**src/hdl/bwd_pkg.sv**
```systemverilog
// Shared types, register codes and the minterm function of the blitter word datapath.
package bwd_pkg;

  localparam int WORD_W    = 16;
  localparam int CFG_IDX_W = 3;

  // Configuration register indexes
  localparam logic [CFG_IDX_W-1:0] CFG_MINTERM    = 3'd0;
  localparam logic [CFG_IDX_W-1:0] CFG_A_SHIFT    = 3'd1;
  localparam logic [CFG_IDX_W-1:0] CFG_B_SHIFT    = 3'd2;
  localparam logic [CFG_IDX_W-1:0] CFG_DESCENDING = 3'd3;
  localparam logic [CFG_IDX_W-1:0] CFG_FILL_MODE  = 3'd4;
  localparam logic [CFG_IDX_W-1:0] CFG_FILL_CARRY = 3'd5;
  localparam logic [CFG_IDX_W-1:0] CFG_FIRST_MASK = 3'd6;
  localparam logic [CFG_IDX_W-1:0] CFG_LAST_MASK  = 3'd7;

  // Fill mode codes; the fourth code behaves as inclusive fill
  localparam logic [1:0] FILL_OFF  = 2'd0;
  localparam logic [1:0] FILL_EXCL = 2'd1;
  localparam logic [1:0] FILL_INCL = 2'd2;

  localparam logic [WORD_W-1:0] MASK_RESET = 16'hFFFF;

  typedef struct packed {
    logic [WORD_W-1:0] raw_a;
    logic [WORD_W-1:0] raw_b;
    logic [WORD_W-1:0] raw_c;
    logic              row_first;
    logic              row_last;
    logic              blit_start;
  } in_item_t;

  typedef struct packed {
    logic [WORD_W-1:0] d_word;
    logic              d_row_last;
  } out_item_t;

  typedef struct packed {
    logic [7:0]        minterm;
    logic [3:0]        a_shift;
    logic [3:0]        b_shift;
    logic              descending;
    logic [1:0]        fill_mode;
    logic              fill_carry_start;
    logic [WORD_W-1:0] first_mask;
    logic [WORD_W-1:0] last_mask;
  } cfg_t;

  // Bitwise truth table lookup: bit {a,b,c} of lut gives each output bit
  function automatic logic [WORD_W-1:0] minterm_eval(
    input logic [WORD_W-1:0] a,
    input logic [WORD_W-1:0] b,
    input logic [WORD_W-1:0] c,
    input logic [7:0]        lut
  );
    logic [WORD_W-1:0] r;
    for (int i = 0; i < WORD_W; i++) begin
      r[i] = lut[{a[i], b[i], c[i]}];
    end
    return r;
  endfunction

endpackage

```
**src/hdl/bwd_cfg_regs.sv**
```systemverilog
// Configuration register file of the blitter word datapath.
module bwd_cfg_regs
  import bwd_pkg::*;
(
  input  logic                 clk_i,
  input  logic                 rst_ni,
  input  logic                 cfg_valid_i,
  output logic                 cfg_ready_o,
  input  logic [CFG_IDX_W-1:0] cfg_index_i,
  input  logic [WORD_W-1:0]    cfg_data_i,
  output cfg_t                 cfg_o
);

  cfg_t cfg_q, cfg_d;

  // Writes are always taken
  assign cfg_ready_o = 1'b1;

  // Register write decode
  always_comb begin
    cfg_d = cfg_q;
    if (cfg_valid_i) begin
      unique case (cfg_index_i)
        CFG_MINTERM:    cfg_d.minterm          = cfg_data_i[7:0];
        CFG_A_SHIFT:    cfg_d.a_shift          = cfg_data_i[3:0];
        CFG_B_SHIFT:    cfg_d.b_shift          = cfg_data_i[3:0];
        CFG_DESCENDING: cfg_d.descending       = cfg_data_i[0];
        CFG_FILL_MODE:  cfg_d.fill_mode        = cfg_data_i[1:0];
        CFG_FILL_CARRY: cfg_d.fill_carry_start = cfg_data_i[0];
        CFG_FIRST_MASK: cfg_d.first_mask       = cfg_data_i;
        CFG_LAST_MASK:  cfg_d.last_mask        = cfg_data_i;
        default:        cfg_d = cfg_q;
      endcase
    end
  end

  always_ff @(posedge clk_i or negedge rst_ni) begin
    if (!rst_ni) begin
      cfg_q                  <= '0;
      cfg_q.first_mask       <= MASK_RESET;
      cfg_q.last_mask        <= MASK_RESET;
    end else begin
      cfg_q <= cfg_d;
    end
  end

  assign cfg_o = cfg_q;

endmodule

```
**src/hdl/bwd_shift.sv**
```systemverilog
// Funnel shifter that joins the current word with the word held from before.
module bwd_shift
  import bwd_pkg::*;
(
  input  logic [WORD_W-1:0] cur_i,
  input  logic [WORD_W-1:0] held_i,
  input  logic [3:0]        count_i,
  input  logic              left_i,
  output logic [WORD_W-1:0] word_o
);

  logic [2*WORD_W-1:0] right_pair;
  logic [2*WORD_W-1:0] left_pair;

  // Right: held word supplies upper bits; left: held word supplies lower bits
  assign right_pair = {held_i, cur_i} >> count_i;
  assign left_pair  = {cur_i, held_i} << count_i;

  assign word_o = left_i ? left_pair[2*WORD_W-1:WORD_W] : right_pair[WORD_W-1:0];

endmodule

```
**src/hdl/bwd_fill.sv**
```systemverilog
// Area fill unit: inclusive or exclusive fill across one word, either direction.
module bwd_fill
  import bwd_pkg::*;
(
  input  logic [WORD_W-1:0] word_i,
  input  logic              carry_i,
  input  logic [1:0]        mode_i,
  input  logic              descending_i,
  output logic [WORD_W-1:0] word_o,
  output logic              carry_o
);

  logic [WORD_W-1:0] ord;
  logic [WORD_W-1:0] filled;
  logic [WORD_W-1:0] res;
  logic [WORD_W-1:0] below;
  logic              pre;
  logic              fill_en;
  logic              inclusive;

  assign fill_en   = (mode_i != FILL_OFF);
  // Codes with the high bit set fill inclusively
  assign inclusive = mode_i[1];

  // Put bits in fill order: bit 0 first ascending, bit 15 first descending
  always_comb begin
    for (int i = 0; i < WORD_W; i++) begin
      ord[i] = descending_i ? word_i[WORD_W-1-i] : word_i[i];
    end
  end

  // Carry into each position is a prefix parity of the bits ahead of it
  always_comb begin
    filled = '0;
    below  = '0;
    pre    = 1'b0;
    for (int i = 0; i < WORD_W; i++) begin
      below     = WORD_W'((32'd1 << i) - 32'd1);
      pre       = carry_i ^ (^(ord & below));
      filled[i] = inclusive ? (ord[i] | pre) : (ord[i] ^ pre);
    end
  end

  // Back to word order
  always_comb begin
    for (int i = 0; i < WORD_W; i++) begin
      res[i] = descending_i ? filled[WORD_W-1-i] : filled[i];
    end
  end

  assign word_o  = fill_en ? res : word_i;
  assign carry_o = fill_en ? (carry_i ^ (^word_i)) : carry_i;

endmodule

```
**src/hdl/blitter_word_datapath.sv**
```systemverilog
// Top level of the blitter word datapath: input register, word logic, result register.
//
// Usage:
//   Input channel (in_valid_i / in_stall_o / in_data_i), while not stalled, takes
//   one word transaction per cycle with its row and blit marks. Output channel
//   (out_valid_o / out_stall_i / out_data_o) returns one D word per input word,
//   in order. Configuration writes arrive on cfg_valid_i / cfg_ready_o with a
//   register index and data; ready is always high. Write them only while idle.
//   A word accepted into the input register moves into the result register
//   when that register is free. Throughput: one word per cycle while the
//   output is not stalled, set by the single pass from the input register
//   through shift, minterm and fill to the result register; the held A/B
//   words and fill carry update as a word moves into the result register.
//   Reset clears both pipeline valids, the held words, the fill carry and
//   the configuration (masks to all ones).
//   When the receiver stalls, the result register holds its word; one more
//   word may sit in the input register, after which in_stall_o rises.
module blitter_word_datapath
  import bwd_pkg::*;
(
  input  logic                 clk_i,
  input  logic                 rst_ni,
  input  logic                 in_valid_i,
  output logic                 in_stall_o,
  input  in_item_t             in_data_i,
  output logic                 out_valid_o,
  input  logic                 out_stall_i,
  output out_item_t            out_data_o,
  input  logic                 cfg_valid_i,
  output logic                 cfg_ready_o,
  input  logic [CFG_IDX_W-1:0] cfg_index_i,
  input  logic [WORD_W-1:0]    cfg_data_i
);

  cfg_t              cfg;
  logic              s1_valid_q, s1_valid_d;
  in_item_t          s1_q;
  logic              out_valid_q, out_valid_d;
  out_item_t         out_q;
  logic [WORD_W-1:0] a_prev_q, b_prev_q;
  logic              carry_q;

  logic              out_free;
  logic              advance;
  logic              in_accept;
  logic [WORD_W-1:0] mask;
  logic [WORD_W-1:0] a_masked;
  logic [WORD_W-1:0] a_held, b_held;
  logic [WORD_W-1:0] a_shifted, b_shifted;
  logic [WORD_W-1:0] logic_word;
  logic [WORD_W-1:0] d_word;
  logic              carry_in, carry_next;

  bwd_cfg_regs u_cfg (
    .clk_i       (clk_i),
    .rst_ni      (rst_ni),
    .cfg_valid_i (cfg_valid_i),
    .cfg_ready_o (cfg_ready_o),
    .cfg_index_i (cfg_index_i),
    .cfg_data_i  (cfg_data_i),
    .cfg_o       (cfg)
  );

  // Pipeline flow control
  assign out_free    = !out_valid_q || !out_stall_i;
  assign advance     = s1_valid_q && out_free;
  assign in_stall_o  = s1_valid_q && !out_free;
  assign in_accept   = in_valid_i && !in_stall_o;

  assign s1_valid_d  = in_accept ? 1'b1 : (advance ? 1'b0 : s1_valid_q);
  assign out_valid_d = advance ? 1'b1 : (out_free ? 1'b0 : out_valid_q);

  // Edge masks on A
  always_comb begin
    mask = MASK_RESET;
    if (s1_q.row_first) mask = mask & cfg.first_mask;
    if (s1_q.row_last)  mask = mask & cfg.last_mask;
  end
  assign a_masked = s1_q.raw_a & mask;

  // Blit start drops the held words
  assign a_held = s1_q.blit_start ? '0 : a_prev_q;
  assign b_held = s1_q.blit_start ? '0 : b_prev_q;

  bwd_shift u_shift_a (
    .cur_i   (a_masked),
    .held_i  (a_held),
    .count_i (cfg.a_shift),
    .left_i  (cfg.descending),
    .word_o  (a_shifted)
  );

  bwd_shift u_shift_b (
    .cur_i   (s1_q.raw_b),
    .held_i  (b_held),
    .count_i (cfg.b_shift),
    .left_i  (cfg.descending),
    .word_o  (b_shifted)
  );

  assign logic_word = minterm_eval(a_shifted, b_shifted, s1_q.raw_c, cfg.minterm);

  // Row start reloads the fill carry
  assign carry_in = s1_q.row_first ? cfg.fill_carry_start : carry_q;

  bwd_fill u_fill (
    .word_i       (logic_word),
    .carry_i      (carry_in),
    .mode_i       (cfg.fill_mode),
    .descending_i (cfg.descending),
    .word_o       (d_word),
    .carry_o      (carry_next)
  );

  // Control and word state
  always_ff @(posedge clk_i or negedge rst_ni) begin
    if (!rst_ni) begin
      s1_valid_q  <= 1'b0;
      out_valid_q <= 1'b0;
      a_prev_q    <= '0;
      b_prev_q    <= '0;
      carry_q     <= 1'b0;
    end else begin
      s1_valid_q  <= s1_valid_d;
      out_valid_q <= out_valid_d;
      if (advance) begin
        a_prev_q <= a_masked;
        b_prev_q <= s1_q.raw_b;
        carry_q  <= carry_next;
      end
    end
  end

  // Payload registers
  always_ff @(posedge clk_i) begin
    if (in_accept) begin
      s1_q <= in_data_i;
    end
    if (advance) begin
      out_q.d_word     <= d_word;
      out_q.d_row_last <= s1_q.row_last;
    end
  end

  assign out_valid_o = out_valid_q;
  assign out_data_o  = out_q;

endmodule

```
**config.mk**
```make
export PLATFORM = sky130hd
export DESIGN_NAME = blitter_word_datapath
export DESIGN_NICKNAME = d
export VERILOG_FILES = /design/src/hdl/bwd_pkg.sv /design/src/hdl/bwd_cfg_regs.sv /design/src/hdl/bwd_shift.sv /design/src/hdl/bwd_fill.sv /design/src/hdl/blitter_word_datapath.sv
export SDC_FILE = /design/constraint.sdc
export NUM_CORES = 1
export LEC_CHECK = 0
export ABC_CLOCK_PERIOD_IN_PS = 5800
export BUFFER_PORTS_ARGS = -buffer_cell sky130_fd_sc_hd__buf_2
export CAP_MARGIN = 20
export CORE_ASPECT_RATIO = 2
export CORE_MARGIN = 5
export CORE_UTILIZATION = 50
export DETAILED_ROUTE_END_ITERATION = 16
export PLACE_DENSITY = 0.79
export REMOVE_ABC_BUFFERS = 1
export SKIP_CTS_REPAIR_TIMING = 1
export SYNTH_ARGS = -nofsm -noshare
export SYNTH_HDL_FRONTEND = slang
export SYNTH_SLANG_ARGS = --single-unit
```
**constraint.sdc**
```tcl
create_clock -name clk_i -period 5.8 [get_ports clk_i]
set_clock_uncertainty 0.05 [all_clocks]
set_input_delay 1.74 -clock clk_i [delete_from_list [all_inputs] [get_ports clk_i]]
set_output_delay 1.74 -clock clk_i [all_outputs]
set_load 0.005 [all_outputs]
```
==> impl_results.md <==
* Sequential share of the synthesized area at 29.84%
* Post-layout util at 57.56%
* Final nets at 1594
* Num CTS Buffers at 17
* Max cap viols at 0
* Final antenna-violating net count at 0
* Worst-Margin Slew at ~1.1 ns
* Die area at approximately 32000 um^2
* GRT Overall Usage at 36.15%
* CP Data Required Time at 5.97 ns
* Status: complete, no violations
* Clock sink total at roughly 160
* WP data arrival at 5.85 ns
* Synth Register Bits at 155
* Antenna violations before repair at 0
* Largest net degree at the start of global routing at 69
* Vias at approximately 13000
* Root buffer cell: clkbuf_16
* Area leader, netlist: edfxtp_1
* Synth async-reset ratio at 56.13%
* Global-route wire length before repair at 85770 um
* Mapped Avg Cell Area at 10.34 um^2
* Largest cells by area after synthesis: edfxtp_1, mux4_2, mux2i_1
* GPL Wtd Cong at 1.052
* Reg-to-reg startpoint: u_cfg.cfg_o[40]
* Final Cycle Share at 98.00%
* Critical R2R Capture: out_data_o[2]
* Pre-CTS setup slack at about 0.047 ns
* CP Class: reg -> reg
* Pwr per Cell Area at 618.0 nW/um^2
* Number of DRC markers in iteration 0 at around 1200
* Fmax achieved at 175.9 MHz
* CP max FO at 24
* H-tree Lvls at 4
* DIE WIDTH at 129.5 um
* DRC Markers at 0
* Crit end category: register
* Reg2Reg Depth at 17
* Top-area cell type share of the netlist area at about 14%
* # rows at 87
* Post-DP HPWL at 44980 um
* Setup WS post-layout at 0.1158 ns
* Finished Cell Area at 16230 um^2
* Crit path from: u_cfg.cfg_o[40]
* Mapped Area at 14270 um^2
* Synth warn at 0
* Final setup viols at 0
* Dpl cell area at 15480 um^2
* Area grow syn2layout at 13.72%
* CTS max path bufs at 2
* ANT cells at 0
* Most instantiated cells after synthesis: mux2i_1, nand2_1, mux2_2
* Via/cell ratio at about 7
* TritonRoute pass-1 iters at 6
* Fillers at between 2000 and 2500
* Synth Instances at 1380
* Final hold vios at 0
* CTS tree: done
* R2R setup slack at 0.12 ns
* Grt total ovfl at 0
* Die span in y at 248.9 um
* Setup crit start kind: register
* Post-synth EDFFs at roughly 70
* Later-pin clock latency in the skew report at between 0.4 and 0.5 ns
* Max_slew headroom at between 20% and 30%
* Port-buffer cells at 93
* Netlist cell types at 101
* CP Capture Point: out_data_o[2]
* Routed WL at 57940 um
* Vias in the first global route at 13146
* Hold Path Class: reg -> reg
* Num ports at 95
* P_leak at 6.449 nW
* Reg clk slew, reported paths at 0.08 ns
* Peak supply drop at roughly 580 uV
* Share of layout cells above drive strength 1 at approximately 34%
* Top_reg_cell synth: edfxtp_1
* CORE AREA at 28190 um^2
* Most numerous cell in the Yosys netlist: mux2i_1
* Minimum clock period at between 5 and 6 ns
* Routed length per instance at about 31 um
* Starting Density at around half
* Max-slew violations at 0
[cell type report]
type / instances / area [um^2] / area share (%)
timing repair buffer: 224 / 1501 / 9.251
inverter: 32 / 120.1 / 0.7401
clock buffer: 17 / 425.4 / 2.621
multi-input combinational: 1073 / 9294 / 57.27
sequential: 155 / 4274 / 26.34
tap: 356 / 445.4 / 2.745
clock inverter: 15 / 168.9 / 1.041
[per-layer routing]
layer	GRT usage [%]	routed length (um)	vias to the layer above	part of all wire (%)
li1	-	-	5580	-
met1	38.26	18690	6418	32
met2	63.27	30060	794	52
met3	5.472	3516	262	6.1
met4	26.61	5680	0	9.8
met5	0	0	-	0
[placed cells by master, fill, tap and decap left out, types with 6 or more instances in the layout]
cell type  count
nor2_1        71
nor2b_1       18
a211oi_1      18
o21ai_1        9
mux2i_1      140
dfstp_2       32
o211ai_1      22
or2_2          6
a31oi_1       18
buf_4        128
and2_1        10
xnor2_1       20
nand2_1      119
o221ai_1       9
mux4_2        85
clkbuf_16     17
dfrtp_1       49
edfxtp_1      68
buf_2         92
o31ai_1        7
nand4_1       29
inv_1         27
nor3_1        19
a21oi_1       38
o31a_1         7
and3_1         9
ha_1          16
o21ai_0       79
nand2b_1      37
a22oi_1        8
a211o_1       11
o22ai_1       11
mux2_2        90
nand3_1       32
[per-stage QoR]
step	hold WS, ns	setup TNS (ns)	std cells	total power [mW]
4_1_cts	0.4692	0	1862	9.880
5_1_grt	0.4949	-0.01907	1872	10.69
3_5_place_dp	0.4473	0	1830	8.702
2_1_floorplan	0.3978	-19.63	1260	6.590
3_3_place_gp	0.4379	0	1830	8.483
6_report	0.4721	0	1872	10.03
[flip-flops by register name, indices dropped and copies added (netlist names)]
signal,cells
s1_valid_q,1
b_prev_q,16
u_cfg.cfg_o,52
out_data_o,17
carry_q,1
out_valid_o,1
s1_q,51
a_prev_q,16
[cells by family (layout without fill, tap and decap cells)]
family	count (synthesis)	in the layout	share of synthesized area (%)
other cells	1	1	0.02628
xor+xnor	34	34	3.148
simple gates	391	391	13.92
compound gates	310	310	15.05
fa+ha+maj	16	16	1.403
buf+inv	152	288	5.594
mux	321	321	31.01
flops	155	155	29.84
[how the worst min path moves through the flow]
stage | start | end | slack (ns) | depth (start not counted)
final | carry_q | carry_q | 0.47 | 2
after global routing | s1_valid_q | out_valid_o | 0.49 | 1
after detailed placement | carry_q | carry_q | 0.45 | 2
after floorplan | carry_q | carry_q | 0.40 | 2
after global placement | carry_q | carry_q | 0.44 | 2
after CTS | carry_q | carry_q | 0.47 | 2
[report_power, final]
part / total (mW) / internal (mW) / leakage [nW] / switching (mW)
clock network: 1.15 / 0.579 / 0.289 / 0.576
logic: 7.04 / 3.47 / 4.51 / 3.57
registers: 1.83 / 1.51 / 1.65 / 0.323
total: 10.0 / 5.56 / 6.45 / 4.47
[critical path, stage by stage (launching register included)]
cell and delay (ns):
dfrtp_4 0.63, buf_4 0.25, mux4_2 0.56, a222oi_1 0.61, o21ai_0 0.20, o22ai_1 0.32, buf_4 0.19, mux2_2 0.36
xnor2_1 0.15, mux2i_1 0.30, xor2_2 0.21, buf_4 0.16, xor2_4 0.16, xnor3_1 0.40, ha_1 0.29, mux2i_1 0.20
mux2i_1 0.11, mux2_2 0.27
No activity file was read; power rests on OpenSTA's default activity.
